[config.mk]
export PLATFORM = sky130hd
export DESIGN_NAME = column_gap_boundary_detector_unit
export DESIGN_NICKNAME = d
export VERILOG_FILES = /design/src/design/cgbd_pkg.sv /design/src/design/column_gap_boundary_detector_unit.sv /design/src/design/cgbd_cfg_regs.sv /design/src/design/cgbd_phase_mod.sv /design/src/design/cgbd_prefix_line.sv /design/src/design/cgbd_gap_eval.sv
export SDC_FILE = /design/constraint.sdc
export NUM_CORES = 1
export LEC_CHECK = 0
export BUFFER_PORTS_ARGS = -buffer_cell sky130_fd_sc_hd__buf_2
export CORE_MARGIN = 5
export CORE_UTILIZATION = 65
export DETAILED_ROUTE_END_ITERATION = 12
export PLACE_DENSITY = 0.82
export SLEW_MARGIN = 20
export SYNTH_ARGS = -nofsm -noshare
export SYNTH_HDL_FRONTEND = slang
export SYNTH_SLANG_ARGS = --single-unit
[constraint.sdc]
create_clock -name clk -period 8 [get_ports clk]
set_input_delay 0.8 -clock clk [delete_from_list [all_inputs] [get_ports clk]]
set_output_delay 0.8 -clock clk [all_outputs]
set_load 0.01 [all_outputs]
[src/design/cgbd_pkg.sv]
// ----------------------------------------------------------------------------
// cgbd_pkg: shared types and constants for the column gap boundary detector
// Sizes, register map, stage payload and the phase divider state encoding.
// ----------------------------------------------------------------------------
package cgbd_pkg;

  localparam int MAX_WINDOW = 64;
  localparam int MAX_WIDTH  = 2048;
  localparam int MAX_HEIGHT = 1024;

  localparam int CNT_W   = 11;
  localparam int SPAN_W  = 6;
  localparam int THR_W   = 17;
  localparam int STEP_W  = 6;
  localparam int BCOL_W  = 11;
  localparam int OSUM_W  = 17;

  localparam int COL_W   = $clog2(MAX_WIDTH) + 1;
  localparam int PTR_W   = $clog2(MAX_WINDOW);
  localparam int LEN_W   = $clog2(MAX_WINDOW + 1);
  localparam int WSUM_W  = $clog2(MAX_WINDOW * MAX_HEIGHT + 1);
  localparam int SUM_W   = (WSUM_W > THR_W) ? WSUM_W : THR_W;

  localparam int ADDR_W  = 4;
  localparam int DATA_W  = 32;

  typedef logic [1:0] reg_idx_t;
  localparam reg_idx_t REG_SPAN = 2'd0;
  localparam reg_idx_t REG_THR  = 2'd1;
  localparam reg_idx_t REG_STEP = 2'd2;

  typedef struct packed {
    logic [SPAN_W-1:0] span;
    logic [THR_W-1:0]  thr;
    logic [STEP_W-1:0] step;
  } cfg_t;

  typedef struct packed {
    logic              last;
    logic              eval;
    logic              base_zero;
    logic [SUM_W-1:0]  psum;
    logic [BCOL_W-1:0] bcol;
  } s1_t;

  typedef enum logic [2:0] {
    PD_IDLE = 3'b001,
    PD_LOAD = 3'b010,
    PD_RUN  = 3'b100
  } pd_state_t;

endpackage

[src/design/column_gap_boundary_detector_unit.sv]
// ----------------------------------------------------------------------------
// column_gap_boundary_detector_unit: top level
// Projection-profile gap detector over per-column dark-pixel counts.
// ----------------------------------------------------------------------------
// Input channel (in_valid/in_stall): one request per image column, in order,
// carrying the column's dark count and a last-column flag. Output channel
// (out_valid/out_stall): at most one request per column, giving the first
// column of a blank window that follows an inked one, and the sum before it.
// A result passes through the evaluation stage register and then the result register.
// Throughput: one column per cycle unless stalled; the window sum is a difference of two
// prefix sums, one read from a 64-entry ring, so it costs one port per item.
// A write to window_span or scan_step starts a bit-serial remainder over the
// column index; input stalls while that remainder unit is busy.
// Reset: registers return to span 4, threshold 10, step 1, and frame state
// clears; the ring needs no clearing pass. A last column clears frame state.
// When the output stalls with a result held, columns keep entering the
// evaluation stage; input stalls once the column there also produces one.
// APB: span at 0x0, threshold at 0x4, step at 0x8; pready is tied high.
// ----------------------------------------------------------------------------
module column_gap_boundary_detector_unit (
  input  logic                         clk,
  input  logic                         rst_n,
  input  logic                         in_valid,
  output logic                         in_stall,
  input  logic [cgbd_pkg::CNT_W-1:0]   in_column_count,
  input  logic                         in_last_column,
  output logic                         out_valid,
  input  logic                         out_stall,
  output logic [cgbd_pkg::BCOL_W-1:0]  out_boundary_column,
  output logic [cgbd_pkg::OSUM_W-1:0]  out_previous_sum,
  input  logic                         psel,
  input  logic                         penable,
  input  logic                         pwrite,
  input  logic [cgbd_pkg::ADDR_W-1:0]  paddr,
  input  logic [cgbd_pkg::DATA_W-1:0]  pwdata,
  output logic [cgbd_pkg::DATA_W-1:0]  prdata,
  output logic                         pready
);
  import cgbd_pkg::*;

  cfg_t              cfg;
  logic              recalc;
  logic              pd_busy;
  logic              pd_done;
  logic [STEP_W-1:0] pd_phase;
  logic [COL_W-1:0]  col;
  logic              s1_valid;
  s1_t               s1;
  logic [SUM_W-1:0]  base;
  logic              adv;
  logic              accept;

  assign in_stall = (s1_valid && !adv) || pd_busy;
  assign accept   = in_valid && !in_stall;

  cgbd_cfg_regs u_cfg (
    .clk     (clk),
    .rst_n   (rst_n),
    .psel    (psel),
    .penable (penable),
    .pwrite  (pwrite),
    .paddr   (paddr),
    .pwdata  (pwdata),
    .prdata  (prdata),
    .pready  (pready),
    .cfg     (cfg),
    .recalc  (recalc)
  );

  cgbd_phase_mod u_phase (
    .clk   (clk),
    .rst_n (rst_n),
    .start (recalc),
    .col   (col),
    .cfg   (cfg),
    .busy  (pd_busy),
    .done  (pd_done),
    .phase (pd_phase)
  );

  cgbd_prefix_line u_prefix (
    .clk      (clk),
    .rst_n    (rst_n),
    .accept   (accept),
    .count    (in_column_count),
    .last     (in_last_column),
    .cfg      (cfg),
    .ph_load  (pd_done),
    .ph_value (pd_phase),
    .adv      (adv),
    .col      (col),
    .s1_valid (s1_valid),
    .s1       (s1),
    .base     (base)
  );

  cgbd_gap_eval u_eval (
    .clk                 (clk),
    .rst_n               (rst_n),
    .s1_valid            (s1_valid),
    .s1                  (s1),
    .base                (base),
    .cfg                 (cfg),
    .out_stall           (out_stall),
    .adv                 (adv),
    .out_valid           (out_valid),
    .out_boundary_column (out_boundary_column),
    .out_previous_sum    (out_previous_sum)
  );

`ifndef SYNTHESIS
  a_result_from_eval: assert property (@(posedge clk) disable iff (!rst_n)
    $rose(out_valid) |-> $past(s1_valid && s1.eval))
    else $error("result without an evaluated column");

  a_frame_clear: assert property (@(posedge clk) disable iff (!rst_n)
    (accept && in_last_column) |=> (col == '0))
    else $error("column index not cleared after last column");

  a_col_bound: assert property (@(posedge clk) disable iff (!rst_n)
    col <= COL_W'(MAX_WIDTH))
    else $error("column index past frame width");

  a_no_accept_busy: assert property (@(posedge clk) disable iff (!rst_n)
    $past(recalc) |-> !accept)
    else $error("column accepted during phase recompute");
`endif

endmodule

[src/design/cgbd_cfg_regs.sv]
// ----------------------------------------------------------------------------
// cgbd_cfg_regs: APB register bank
// Holds window span, dark threshold and scan step; flags span/step writes.
// ----------------------------------------------------------------------------
module cgbd_cfg_regs (
  input  logic                         clk,
  input  logic                         rst_n,
  input  logic                         psel,
  input  logic                         penable,
  input  logic                         pwrite,
  input  logic [cgbd_pkg::ADDR_W-1:0]  paddr,
  input  logic [cgbd_pkg::DATA_W-1:0]  pwdata,
  output logic [cgbd_pkg::DATA_W-1:0]  prdata,
  output logic                         pready,
  output cgbd_pkg::cfg_t               cfg,
  output logic                         recalc
);
  import cgbd_pkg::*;

  cfg_t     cfg_r;
  cfg_t     cfg_nxt;
  logic     wr_en;
  reg_idx_t idx;

  assign pready = 1'b1;
  assign wr_en  = psel && penable && pwrite && pready;
  assign idx    = paddr[3:2];
  assign cfg    = cfg_r;
  assign recalc = wr_en && ((idx == REG_SPAN) || (idx == REG_STEP));

  always_comb begin
    cfg_nxt = cfg_r;
    if (wr_en) begin
      case (idx)
        REG_SPAN: cfg_nxt.span = pwdata[SPAN_W-1:0];
        REG_THR:  cfg_nxt.thr  = pwdata[THR_W-1:0];
        REG_STEP: cfg_nxt.step = pwdata[STEP_W-1:0];
        default:  cfg_nxt = cfg_r;
      endcase
    end
  end

  always_comb begin
    case (idx)
      REG_SPAN: prdata = DATA_W'(cfg_r.span);
      REG_THR:  prdata = DATA_W'(cfg_r.thr);
      REG_STEP: prdata = DATA_W'(cfg_r.step);
      default:  prdata = '0;
    endcase
  end

  always_ff @(posedge clk) begin
    if (!rst_n) begin
      cfg_r.span <= SPAN_W'(4);
      cfg_r.thr  <= THR_W'(10);
      cfg_r.step <= STEP_W'(1);
    end else begin
      cfg_r <= cfg_nxt;
    end
  end

endmodule

[src/design/cgbd_phase_mod.sv]
// ----------------------------------------------------------------------------
// cgbd_phase_mod: bit-serial remainder unit
// Recomputes (column - span) mod step after a span or step write.
// ----------------------------------------------------------------------------
module cgbd_phase_mod (
  input  logic                         clk,
  input  logic                         rst_n,
  input  logic                         start,
  input  logic [cgbd_pkg::COL_W-1:0]   col,
  input  cgbd_pkg::cfg_t               cfg,
  output logic                         busy,
  output logic                         done,
  output logic [cgbd_pkg::STEP_W-1:0]  phase
);
  import cgbd_pkg::*;

  localparam int ITER_W = (COL_W > 1) ? $clog2(COL_W) : 1;

  pd_state_t         state_r, state_nxt;
  logic [COL_W-1:0]  dvd_r;
  logic [STEP_W-1:0] rem_r;
  logic [ITER_W-1:0] iter_r;
  logic [STEP_W-1:0] stepe;
  logic [STEP_W:0]   r2;
  logic [STEP_W:0]   rem_nxt;
  logic              last_iter;

  assign stepe     = (cfg.step == '0) ? STEP_W'(1) : cfg.step;
  assign r2        = {rem_r, dvd_r[COL_W-1]};
  assign rem_nxt   = (r2 >= {1'b0, stepe}) ? (r2 - {1'b0, stepe}) : r2;
  assign last_iter = (iter_r == ITER_W'(COL_W - 1));
  assign busy      = (state_r != PD_IDLE);
  assign done      = (state_r == PD_RUN) && last_iter && !start;
  assign phase     = rem_nxt[STEP_W-1:0];

  always_comb begin
    state_nxt = state_r;
    if (start) begin
      state_nxt = PD_LOAD;
    end else begin
      case (state_r)
        PD_IDLE: state_nxt = PD_IDLE;
        PD_LOAD: state_nxt = PD_RUN;
        PD_RUN:  state_nxt = last_iter ? PD_IDLE : PD_RUN;
        default: state_nxt = PD_IDLE;
      endcase
    end
  end

  always_ff @(posedge clk) begin
    if (!rst_n) begin
      state_r <= PD_IDLE;
    end else begin
      state_r <= state_nxt;
    end
  end

  always_ff @(posedge clk) begin
    if (state_r == PD_LOAD) begin
      dvd_r  <= (col < COL_W'(cfg.span)) ? '0 : (col - COL_W'(cfg.span));
      rem_r  <= '0;
      iter_r <= '0;
    end else if (state_r == PD_RUN) begin
      dvd_r  <= {dvd_r[COL_W-2:0], 1'b0};
      rem_r  <= rem_nxt[STEP_W-1:0];
      iter_r <= iter_r + ITER_W'(1);
    end
  end

endmodule

[src/design/cgbd_prefix_line.sv]
// ----------------------------------------------------------------------------
// cgbd_prefix_line: input stage with prefix-sum ring
// Tracks column, step phase and running prefix sum; fetches the prefix sum
// from one window back and registers the item for evaluation.
// ----------------------------------------------------------------------------
module cgbd_prefix_line (
  input  logic                         clk,
  input  logic                         rst_n,
  input  logic                         accept,
  input  logic [cgbd_pkg::CNT_W-1:0]   count,
  input  logic                         last,
  input  cgbd_pkg::cfg_t               cfg,
  input  logic                         ph_load,
  input  logic [cgbd_pkg::STEP_W-1:0]  ph_value,
  input  logic                         adv,
  output logic [cgbd_pkg::COL_W-1:0]   col,
  output logic                         s1_valid,
  output cgbd_pkg::s1_t                s1,
  output logic [cgbd_pkg::SUM_W-1:0]   base
);
  import cgbd_pkg::*;

  logic [SUM_W-1:0]  mem [MAX_WINDOW];
  logic [SUM_W-1:0]  mrd_r;
  logic [COL_W-1:0]  col_r;
  logic [SUM_W-1:0]  psum_r;
  logic [PTR_W-1:0]  wptr_r;
  logic [STEP_W-1:0] ph_r;
  logic              s1_v_r;
  s1_t               s1_r;

  logic              act;
  logic [CNT_W-1:0]  cnt_c;
  logic [SUM_W-1:0]  psum_new;
  logic [STEP_W-1:0] stepe;
  logic [LEN_W-1:0]  len_c;
  logic [PTR_W-1:0]  rptr;
  logic [PTR_W-1:0]  wptr_inc;
  logic [STEP_W-1:0] ph_inc;
  logic              past_span;
  int                rp_i;

  assign act       = (col_r < COL_W'(MAX_WIDTH));
  assign cnt_c     = (int'(count) > MAX_HEIGHT) ? CNT_W'(MAX_HEIGHT) : count;
  assign psum_new  = psum_r + SUM_W'(cnt_c);
  assign stepe     = (cfg.step == '0) ? STEP_W'(1) : cfg.step;
  assign len_c     = (int'(cfg.span) + 1 > MAX_WINDOW) ? LEN_W'(MAX_WINDOW)
                                                       : LEN_W'(int'(cfg.span) + 1);
  assign rp_i      = (int'(wptr_r) >= int'(len_c)) ? (int'(wptr_r) - int'(len_c))
                                                   : (int'(wptr_r) + MAX_WINDOW - int'(len_c));
  assign rptr      = PTR_W'(rp_i);
  assign wptr_inc  = (int'(wptr_r) + 1 >= MAX_WINDOW) ? '0 : (wptr_r + PTR_W'(1));
  assign past_span = (col_r >= COL_W'(cfg.span));
  assign ph_inc    = (int'(ph_r) + 1 >= int'(stepe)) ? '0 : (ph_r + STEP_W'(1));

  assign col      = col_r;
  assign s1_valid = s1_v_r;
  assign s1       = s1_r;
  assign base     = mrd_r;

  always_ff @(posedge clk) begin
    if (accept) begin
      if (act) begin
        mem[wptr_r] <= psum_new;
      end
      mrd_r <= mem[rptr];
    end
  end

  always_ff @(posedge clk) begin
    if (accept) begin
      s1_r.last      <= last;
      s1_r.eval      <= act && past_span && (ph_r == '0);
      s1_r.base_zero <= (int'(col_r) < int'(len_c));
      s1_r.psum      <= psum_new;
      s1_r.bcol      <= BCOL_W'(col_r - COL_W'(cfg.span));
    end
  end

  always_ff @(posedge clk) begin
    if (!rst_n) begin
      col_r  <= '0;
      psum_r <= '0;
      wptr_r <= '0;
      ph_r   <= '0;
      s1_v_r <= 1'b0;
    end else begin
      if (accept) begin
        s1_v_r <= 1'b1;
      end else if (adv) begin
        s1_v_r <= 1'b0;
      end
      if (accept && last) begin
        col_r  <= '0;
        psum_r <= '0;
        wptr_r <= '0;
        ph_r   <= '0;
      end else if (accept && act) begin
        col_r  <= col_r + COL_W'(1);
        psum_r <= psum_new;
        wptr_r <= wptr_inc;
        ph_r   <= past_span ? ph_inc : '0;
      end else if (ph_load) begin
        ph_r <= ph_value;
      end
    end
  end

endmodule

[src/design/cgbd_gap_eval.sv]
// ----------------------------------------------------------------------------
// cgbd_gap_eval: window sum check and result register
// Forms the window sum, detects ink-to-gap transitions, holds the result.
// ----------------------------------------------------------------------------
module cgbd_gap_eval (
  input  logic                         clk,
  input  logic                         rst_n,
  input  logic                         s1_valid,
  input  cgbd_pkg::s1_t                s1,
  input  logic [cgbd_pkg::SUM_W-1:0]   base,
  input  cgbd_pkg::cfg_t               cfg,
  input  logic                         out_stall,
  output logic                         adv,
  output logic                         out_valid,
  output logic [cgbd_pkg::BCOL_W-1:0]  out_boundary_column,
  output logic [cgbd_pkg::OSUM_W-1:0]  out_previous_sum
);
  import cgbd_pkg::*;

  logic [SUM_W-1:0]  last_eval_r;
  logic              out_v_r;
  logic [BCOL_W-1:0] bcol_r;
  logic [OSUM_W-1:0] osum_r;
  logic [SUM_W-1:0]  win;
  logic              hit;
  logic              retire;
  logic [OSUM_W-1:0] prev_sat;

  assign win      = s1.psum - (s1.base_zero ? '0 : base);
  assign hit      = s1.eval && (last_eval_r > SUM_W'(cfg.thr)) && (win == '0);
  assign adv      = !hit || !out_v_r || !out_stall;
  assign retire   = s1_valid && adv;
  assign prev_sat = (last_eval_r > SUM_W'({OSUM_W{1'b1}})) ? {OSUM_W{1'b1}}
                                                           : last_eval_r[OSUM_W-1:0];

  assign out_valid           = out_v_r;
  assign out_boundary_column = bcol_r;
  assign out_previous_sum    = osum_r;

  always_ff @(posedge clk) begin
    if (!rst_n) begin
      last_eval_r <= '0;
      out_v_r     <= 1'b0;
    end else begin
      if (retire && s1.last) begin
        last_eval_r <= '0;
      end else if (retire && s1.eval) begin
        last_eval_r <= win;
      end
      if (retire && hit) begin
        out_v_r <= 1'b1;
      end else if (!out_stall) begin
        out_v_r <= 1'b0;
      end
    end
  end

  always_ff @(posedge clk) begin
    if (retire && hit) begin
      bcol_r <= s1.bcol;
      osum_r <= prev_sat;
    end
  end

endmodule

# --- After elaboration in Yosys (flattened, before gate mapping) ---
# Memories as Yosys holds them, arrays and structs flattened. A register that Yosys moved wholly into a read port is not among the register bits.
# Index checks and enable logic that the tools add are counted.
word_totals:
  wordCells: 122
  rom_bits: 0
  n_memories: 1
  ram_bits: 1088
  reg_bits: 173
  latch_bits: 0
memory_table:
  columns: ["memory", "words", "word_bits", "read_ports", "rd_ports_with_merged_regs", "wr", "line", "source"]
  rows:
  - ["u_prefix.mem", 64, 17, 1, 1, 1, "cgbd_prefix_line.sv:23", "logic [SUM_W-1:0] mem [MAX_WINDOW];"]
classes:
  n_bitwise: 1
  eq_ne: 7
  n_reduce_logical: 40
  n_div: 0
  n_mux: 25
  n_lt_le_gt_ge: 12
  n_addsub: 14
  n_shift: 0
  mul: 0
op_table:
  columns: ["operator", "count"]
  rows:
  - ["$pmux 17 s3", 1]
  - ["$mux 6", 8]
  - ["$mux 12", 3]
  - ["$ge 32x7->1", 1]
  - ["$ge 32x8->1 const B", 1]
  - ["$gt 32x8->1 const B", 1]
  - ["$add 6x1->7 const B", 3]
  - ["$add 6x1->6 const B", 3]
  - ["$sub 6x6->6", 3]
  - ["$add 17x11->17", 1]
  - ["$gt 17x17->1", 1]
  - ["$gt 17x17->1 const B", 1]
  - ["$logic_and 1x1->1", 17]
  - ["$logic_not 17->1", 1]
  - ["$mux 17", 1]
  - ["$sub 17x17->17", 1]
  - ["$add 12x1->12 const B", 1]
  - ["$ge 12x6->1", 1]
  - ["$logic_not 6->1", 2]
  - ["$lt 12x12->1 const B", 1]
  - ["$lt 12x6->1", 1]
  - ["$lt 12x7->1", 1]
  - ["$sub 12x6->12", 1]
  - ["$gt 11x11->1 const B", 1]
  - ["other kinds (23)", 43]

# --- Logic depth before layout (Yosys ltp) ---
# Gate-level depths: netlist of run 1.
depth:
  word_depth: 14
  mapped_depth: 17
  mapped_depth_nobuf: 14

# --- Modules after synthesis ---
# Synthesis of run 1 repeated with hierarchy kept, for this count alone.
unflattened:
  cells_unflattened: 3022
  hier_area_um2: 53395.0
modules_own_cells:
  columns: ["mod", "seq_area_each_um2", "cells_each", "n_inst", "area_each_um2"]
  rows:
  - ["cgbd_prefix_line", 34953.5, 2302, 1, 46792.4]
  - ["cgbd_gap_eval", 1201.2, 344, 1, 3209.3]
  - ["cgbd_phase_mod", 620.6, 196, 1, 1819.2]
  - ["cgbd_cfg_regs", 580.6, 176, 1, 1545.2]
  - ["column_gap_boundary_detector_unit", 0.0, 4, 1, 28.8]

# --- Worst setup path after synthesis of run 1 ---
# No wires, ideal clock.
synth_path:
  kind: "input port to flip-flop"
  from: "input in_column_count[0] in the netlist's numbering"
  to: "memory u_prefix.mem[0][14] in the netlist's numbering, data pin"
  t_arrival_ps: 4554
  path_slack_ps: 2873
  path_buffers: 0
  setup_time_ps: 573
  t_required_ps: 7427
  cell_stages: 12
  cell_sequence: "nor2b_1 ha_1 inv_1 fa_1 inv_1 a21o_1 a21oi_1 o21ai_0 o41a_1 a211oi_1 nor2_1 xnor2_1"
synth_between:
  elab_chain_len: 3
synth_lines:
  columns: ["element", "line", "source"]
  rows:
  - ["start, declared", "column_gap_boundary_detector_unit.sv:25", "input logic [cgbd_pkg::CNT_W-1:0] in_column_count,"]
  - ["$gt 11x11->1", "cgbd_prefix_line.sv:44", "assign cnt_c = (int'(count) > MAX_HEIGHT) ? CNT_W'(MAX_HEIGHT) : count;"]
  - ["$mux 11 *", "cgbd_prefix_line.sv:44", null]
  - ["$add 17x11->17 *", "cgbd_prefix_line.sv:45", "assign psum_new = psum_r + SUM_W'(cnt_c);"]
  - ["named net u_prefix.psum_new[14]", "cgbd_prefix_line.sv:34", "logic [SUM_W-1:0] psum_new;"]
  - ["end, declared", "cgbd_prefix_line.sv:23", null]
# Mark *: on every way through the listed nets, which the timed path passes. The rest lies on a longest branch.

# --- Final worst setup path of run 1 ---
layout_path:
  from: "register u_prefix.s1_r (netlist bit u_prefix.s1[28])"
  to: "memory u_prefix.mem[6][16] in the netlist's numbering, enable pin"
layout_between:
  elab_chain_len: 14
layout_lines:
  columns: ["element", "line", "source"]
  rows:
  - ["start, declared", "cgbd_prefix_line.sv:30", "s1_t s1_r;"]
  - ["$mux 17", "cgbd_gap_eval.sv:29", "assign win = s1.psum - (s1.base_zero ? '0 : base);"]
  - ["$sub 17x17->17", "cgbd_gap_eval.sv:29", null]
  - ["$logic_not 17->1", "cgbd_gap_eval.sv:30", "assign hit = s1.eval && (last_eval_r > SUM_W'(cfg.thr)) && (win == '0);"]
  - ["$logic_and 1x1->1", "cgbd_gap_eval.sv:30", null]
  - ["$logic_not 1->1", "cgbd_gap_eval.sv:31", "assign adv = !hit || !out_v_r || !out_stall;"]
  - ["$logic_or 1x1->1 (2 in series)", "cgbd_gap_eval.sv:31", null]
  - ["$logic_not 1->1", "column_gap_boundary_detector_unit.sv:53", "assign in_stall = (s1_valid && !adv) || pd_busy;"]
  - ["$logic_and 1x1->1", "column_gap_boundary_detector_unit.sv:53", null]
  - ["$logic_or 1x1->1", "column_gap_boundary_detector_unit.sv:53", null]
  - ["$logic_not 1->1", "column_gap_boundary_detector_unit.sv:54", "assign accept = in_valid && !in_stall;"]
  - ["$logic_and 1x1->1", "column_gap_boundary_detector_unit.sv:54", null]
  - ["$mux 1", "cgbd_prefix_line.sv:62", "if (accept) begin"]
  - ["$mux 1 (implied by the code)", "cgbd_prefix_line.sv:64", "mem[wptr_r] <= psum_new;"]
# Every way passes these cells.

==> run metrics, run 1 <==
Core ar.=80200 um2; clk slew on worst S/H paths=~0.07 ns; Final HPWL DP=69.8 mm; hold path start=pwdata[9]; most numerous cell in the Yosys netlist=edfxtp_1; Post-synth ARST share=0; Total Die Area=about 86000 um2; sequential power share=0.518; Worst Max-Slew Pin Slew=1.11 ns; post-synth top area share=0.676; Setup Buffers After CTS=0; Psw=3200 uW; synthesis-to-finish area growth=11.7%; share of layout cells above drive strength 1=0.242; Final setup viols=0; CP Capture Type=flop; Worst EP arrival=6.88 ns; fmax=154 MHz; Max IR drop VDD=189 uV; DR pass1 iterations=7; Most used DFF post-synth=edfxtp_1; FF+latch count, synth=1278; Mapped Cells=2813; initial DRC count=4362; status=finished clean; setup_tns=0 ns; row cnt=104; H-tree levels=3; vias per inst=between 6 and 7; Synth area leaders=edfxtp_1 (68%), mux4_2 (15%), dfxtp_1 (3.9%), ha_1 (1.9%), nor2_1 (1.1%); PD cells=around 250 nW/um2; post-route ant nets=0; Post-CTS Hold Buffers=0; # fillers=4235; power share of the clock group=0.399; gr ovfl total=0; max_slew headroom=0.261; R2R depth=14; Cell Area, Placed=around 54000 um2; worst hold path type=in -> reg; fin area=58300 um2; Final nets=just over 3000; vias=around 29000; Synth warnings=0; clock tree buffer depth=3; post-synth top area cell=edfxtp_1; sequential share of the synthesized area=0.715; clock latency on the worst-skew pair=~0.71 ns; number of synthesized flops with an enable pin=1176; CTS resizes=0; RR Endpoint=u_prefix.mem[6][16]$_DFFE_PP_; die width=just under 300 um; Startpoint Class=flop; Overall Global Routing Usage=0.308; RSZ-0062 raised after global routing=false; top cells by count, synth=edfxtp_1 (1176), mux4_2 (340), nor2_1 (157); Synth Cell Area=52200 um2; Distinct cells, synth=67; total wire length=between 100 and 150 mm; Leakage=0.0194 uW; IO Port Bufs=84; Worst EP required=8.37 ns; critical path class=reg -> reg; Max-Cap Viols=0; CTS root buffer=clkbuf_16; vias in the first global route=28900; boundary pin count=118; DIE HEIGHT=293 um; starting density of the core=0.652; hold depth=3; WL/cell=roughly 32 um; TritonCTS buffer count=116; sink count of the clock tree=~1300; clk_skew=roughly 0.038 ns; Logic pwr share=0.083; min cycle time layout=6.51 ns; Final Cycle Share=0.814; P_int=11100 uW; routability cong.=0.875; Worst R2R Setup Slack=1.49 ns; first-pass GRT wire length=about 190 mm; Remaining DRCs=0; largest net degree at the start of global routing=87; worst-path fanout max=21; Syn Area/Cell=18.6 um2; final hold slack=approximately 0.35 ns; Worst R2R Start=u_prefix.s1[28]$_DFFE_PN_; TritonCTS clock tree=done; fin. max-slew vios=0; initial antenna violation count=3; Switching Share=0.223; hold endpoint=u_cfg.cfg[15]$_SDFFE_PN0P_; final hold vios=0
==> power groups by stage <==
stage,clock network (uW),logic (uW),registers (uW)
floorplan,0,783,7560
global route,6090,1260,7420
CTS,5760,1180,7420
global placement,0,1080,7550
detailed placement,0,1140,7560
finish,5710,1190,7420
==> worst max-delay path, cell delays in order, from the launching register on <==
cell      delay [ns]
edfxtp_1        0.62
nor2b_1         0.10
ha_1            0.23
fa_1            0.41
nand2b_1        0.17
a21oi_1         0.33
o21ai_0         0.25
a21oi_1         0.23
mux2i_1         0.36
or4_1           0.17
or4_1           0.53
and2_1          0.83
nand4_1         0.92
nor2_1          0.70
buf_4           0.34
==> cell families after synthesis <==
group / after synthesis / share of synthesized area
compound gates: 267 / 0.0334
xor+xnor: 60 / 0.0101
fa+ha+maj: 86 / 0.0213
buf+inv: 229 / 0.0181
flops: 1278 / 0.715
mux: 384 / 0.155
other cells: 2 / 0.000144
simple gates: 507 / 0.0468
==> metrics by stage <==
step                worst slack (ns)  instances  utilization  total power [uW]
finish                          1.49       4127        0.728             14300
global route                    1.33       4126        0.728             14800
CTS                             1.77       4126        0.727             14400
detailed placement              1.86       3910        0.679              8690
global placement                2.08       3910        0.679              8640
floorplan                       2.87       2827            -              8340
==> layout by cell type, fill, tap and decap left out, types with 18 or more instances in the layout <==
| cell | count |
|---|---|
| o21ai_0 | 48 |
| xor2_1 | 23 |
| clkbuf_16 | 119 |
| a21boi_0 | 23 |
| nor2_1 | 157 |
| clkinv_1 | 24 |
| buf_4 | 94 |
| nand2_1 | 127 |
| dfxtp_1 | 102 |
| buf_2 | 84 |
| a211oi_1 | 34 |
| inv_1 | 67 |
| nand3_1 | 45 |
| a21oi_1 | 74 |
| clkbuf_1 | 18 |
| nand2b_1 | 21 |
| nor3_1 | 22 |
| ha_1 | 79 |
| edfxtp_1 | 1176 |
| xnor2_1 | 18 |
| nor2b_1 | 41 |
| and2_1 | 19 |
| mux4_2 | 340 |
| mux2i_1 | 42 |
| clkinv_2 | 26 |
==> flip-flops by register name (all words and copies together), names as in the netlist <==
register / cells
u_eval.out_previous_sum: 17
u_prefix.wptr_r: 6
u_prefix.s1_valid: 1
u_cfg.cfg: 29
u_phase.dvd_r: 12
u_prefix.col: 12
u_eval.out_boundary_column: 11
u_phase.state_r: 3
u_prefix.s1: 31
u_prefix.ph_r: 6
u_prefix.psum_r: 17
u_eval.last_eval_r: 17
u_prefix.base: 17
u_phase.iter_r: 4
u_eval.out_valid: 1
u_phase.rem_r: 6
u_prefix.mem: 1088
==> worst max-delay path by stage <==
| stage | start | to | slack, ns | cells past startpoint |
|---|---|---|---|---|
| 2_1_floorplan | in_column_count[0] | u_prefix.mem[0][14]$_DFFE_PP_ | 2.87 | 12 |
| 3_3_place_gp | u_prefix.s1[28]$_DFFE_PN_ | u_prefix.mem[6][0]$_DFFE_PP_ | 2.08 | 14 |
| 3_5_place_dp | u_prefix.s1[28]$_DFFE_PN_ | u_prefix.mem[6][3]$_DFFE_PP_ | 1.86 | 14 |
| 4_1_cts | u_prefix.s1[28]$_DFFE_PN_ | u_prefix.mem[6][16]$_DFFE_PP_ | 1.77 | 14 |
| 5_1_grt | u_prefix.s1[28]$_DFFE_PN_ | u_prefix.mem[6][9]$_DFFE_PP_ | 1.33 | 14 |
| 6_report | u_prefix.s1[28]$_DFFE_PN_ | u_prefix.mem[6][16]$_DFFE_PP_ | 1.49 | 14 |
==> cell type report <==
| cell class | instances | area [um2] | area share |
|---|---|---|---|
| diodes | 1 | 2.50 | 0.0000429 |
| well taps | 1060 | 1330 | 0.0227 |
| inverters | 68 | 256 | 0.00440 |
| clock inverters | 74 | 807 | 0.0138 |
| clock buffers | 142 | 3110 | 0.0534 |
| flip-flops and latches | 1278 | 37400 | 0.640 |
| repair buffers | 184 | 1250 | 0.0214 |
| multi-input cells | 1320 | 14200 | 0.244 |
==> per-layer routing <==
metal | GRT usage | wire [um] | vias up
met5 | 0 | 16 | -
met2 | 0.496 | 63600 | 2223
met4 | 0.133 | 7160 | 2
li1 | - | - | 11600
met1 | 0.419 | 45400 | 14500
met3 | 0.0658 | 15000 | 469
No activity file was read; power rests on OpenSTA's default activity.
==> inputs of run 2 (changes only) <==
--- a/config.mk
+++ b/config.mk
@@ -7,9 +7,9 @@
 export LEC_CHECK = 0
 export BUFFER_PORTS_ARGS = -buffer_cell sky130_fd_sc_hd__buf_2
 export CORE_MARGIN = 5
-export CORE_UTILIZATION = 65
+export CORE_UTILIZATION = 62
 export DETAILED_ROUTE_END_ITERATION = 12
-export PLACE_DENSITY = 0.82
+export PLACE_DENSITY = 0.79
 export SLEW_MARGIN = 20
 export SYNTH_ARGS = -nofsm -noshare
 export SYNTH_HDL_FRONTEND = slang
==> constraint.sdc (replaced) <==
create_clock -name clk -period 6.6 [get_ports clk]
set_input_delay 0.66 -clock clk [delete_from_list [all_inputs] [get_ports clk]]
set_output_delay 0.66 -clock clk [all_outputs]
set_load 0.01 [all_outputs]
==> run metrics, run 2 (synthesized netlist as in run 1, its figures left out) <==
die width=300 um (was 293 um); max_slew headroom=0.277 (was 0.261); clock tree buffer depth=3 (unchanged); DIE HEIGHT=300 um (was 293 um); Setup Buffers After CTS=0 (unchanged); post-route ant nets=0 (unchanged); initial antenna violation count=3 (unchanged); IO Port Bufs=84 (unchanged); Overall Global Routing Usage=0.281 (was 0.308); worst-path fanout max=21 (unchanged); TritonCTS buffer count=121 (was 116); clk slew on worst S/H paths=0.06 ns (was 0.07 ns); fin. max-slew vios=0 (unchanged); TritonCTS clock tree=done (unchanged); Startpoint Class=flop (unchanged); initial DRC count=3716 (was 4362); synthesis-to-finish area growth=12.1% (was 11.7%); Post-CTS Hold Buffers=0 (unchanged); Final HPWL DP=70.7 mm (was 69.8 mm); share of layout cells above drive strength 1=0.246 (was 0.242); WL/cell=30.2 um (was 31.8 um); largest net degree at the start of global routing=143 (was 87); Max-Cap Viols=0 (unchanged); RSZ-0062 raised after global routing=false (unchanged); Remaining DRCs=0 (unchanged); Worst EP arrival=6.50 ns (was 6.88 ns); status=finished clean (unchanged); Final setup viols=0 (unchanged); global-route layer with the greatest usage=met2 (unchanged); sink count of the clock tree=1278 (unchanged); final hold vios=0 (unchanged); row cnt=106 (was 104); gr ovfl total=0 (unchanged); largest register by flop count=u_prefix.mem (unchanged); clock latency on the worst-skew pair=0.70 ns (was 0.71 ns); DR pass1 iterations=6 (was 7); Final nets=3116 (was 3109); routability cong.=0.852 (was 0.875); starting density of the core=0.625 (was 0.652); # fillers=4781 (was 4235); Leakage=0.0196 uW (was 0.0194 uW); PD cells=301 nW/um2 (was 246 nW/um2); most common cell after layout, fill and taps aside=edfxtp_1 (unchanged); Psw=3890 uW (was 3200 uW); H-tree levels=3 (unchanged); Total Die Area=90200 um2 (was 86100 um2); setup_tns=0 ns (unchanged); fmax=163 MHz (was 154 MHz); Cell Area, Placed=54400 um2 (about the same); total wire length=126 mm (was 131 mm); CP Capture Type=flop (unchanged); Worst EP required=6.97 ns (was 8.37 ns); grt met1 use=0.391 (was 0.419); Final Cycle Share=0.929 (was 0.814); P_int=13700 uW (was 11100 uW); vias=27800 (was 28700); CTS root buffer=clkbuf_16 (unchanged); vias per inst=6.70 (was 6.96); min cycle time layout=6.13 ns (was 6.51 ns); clk_skew=0.0286 ns (was 0.0377 ns); Max IR drop VDD=274 uV (was 189 uV); Logic pwr share=0.085 (was 0.083); sequential power share=0.511 (was 0.518); fin area=58500 um2 (was 58300 um2); power share of the clock group=0.404 (was 0.399); most frequent cells in the layout=edfxtp_1 (1176), mux4_2 (340), nor2_1 (157) (unchanged); critical path class=reg -> reg (unchanged); boundary pin count=118 (unchanged); met3 Track Usage GR=0.0583 (was 0.0658); Switching Share=0.221 (was 0.223); vias in the first global route=28200 (was 28900); worst hold path type=in -> reg (unchanged); GR Util met2=0.451 (was 0.496); max reg flops=1088 (unchanged); Core ar.=83600 um2 (was 80200 um2); first-pass GRT wire length=186 mm (was 195 mm); CTS resizes=0 (unchanged); Worst Max-Slew Pin Slew=1.08 ns (was 1.11 ns)
[run 2: area by class of cell]
class / instances / area, um2 / area share
multi-input combinational: 1320 / 14200 / 0.243
timing repair buffer: 186 / 1270 / 0.0218
clock inverter: 79 / 825 / 0.0141
antenna: 1 / 2.50 / 0.0000427
tap: 1080 / 1350 / 0.0231
sequential: 1278 / 37400 / 0.638
inverter: 68 / 255 / 0.00436
clock buffer: 143 / 3270 / 0.0558
[run 2: worst max-delay path: stages (launching register included)]
cell and delay, ns:
edfxtp_1 0.62, nor2b_1 0.09, ha_1 0.23, fa_1 0.40, nand2b_1 0.18, a21oi_1 0.34
o21ai_0 0.22, a21oi_1 0.19, mux2i_1 0.34, or4_1 0.18, or4_1 0.53, and2_1 0.81
nand4_1 0.75, buf_4 0.44, nor2_1 0.17, buf_4 0.31
[run 2: metrics by stage]
stage	setup WS [ns]	utilization	hold WS (ns)	power, uW	cells
6_report	0.467	0.701	0.224	17600	4155
5_1_grt	0.0716	0.701	0.229	18200	4154
4_1_cts	0.580	0.701	0.193	17700	4154
3_5_place_dp	0.621	0.652	0.405	10600	3932
3_3_place_gp	0.736	0.652	0.403	10600	3932
2_1_floorplan	1.61	-	0.400	10100	2827
[run 2: power groups by stage]
stage          sequential, uW  combinational [uW]  clock (uW)
2_1_floorplan            9160                 960           0
3_3_place_gp             9160                1410           0
3_5_place_dp             9160                1470           0
4_1_cts                  8990                1490        7200
5_1_grt                  8990                1580        7590
6_report                 8990                1500        7110
[run 2: worst paths after layout]
kind,to,cells past startpoint,start,slack (ns)
worst min-delay path,u_cfg.cfg[19]$_SDFFE_PN0P_,3,pwdata[13],0.22
worst max-delay path,u_prefix.mem[62][10]$_DFFE_PP_,15,u_prefix.s1[28]$_DFFE_PN_,0.47
worst max register to register,u_prefix.mem[62][10]$_DFFE_PP_,15,u_prefix.s1[28]$_DFFE_PN_,0.47
worst min register to register,u_eval.out_boundary_column[5]$_DFFE_PP_,0,u_prefix.s1[5]$_DFFE_PN_,0.41
[run 2: layer usage]
layer  vias up  wire (um)  share of wire
met4         2       4950          0.039
met2      1793      61100           0.49
met1     14200      46100           0.37
li1      11600          -              -
met5         -         13        0.00010
met3       268      13500           0.11
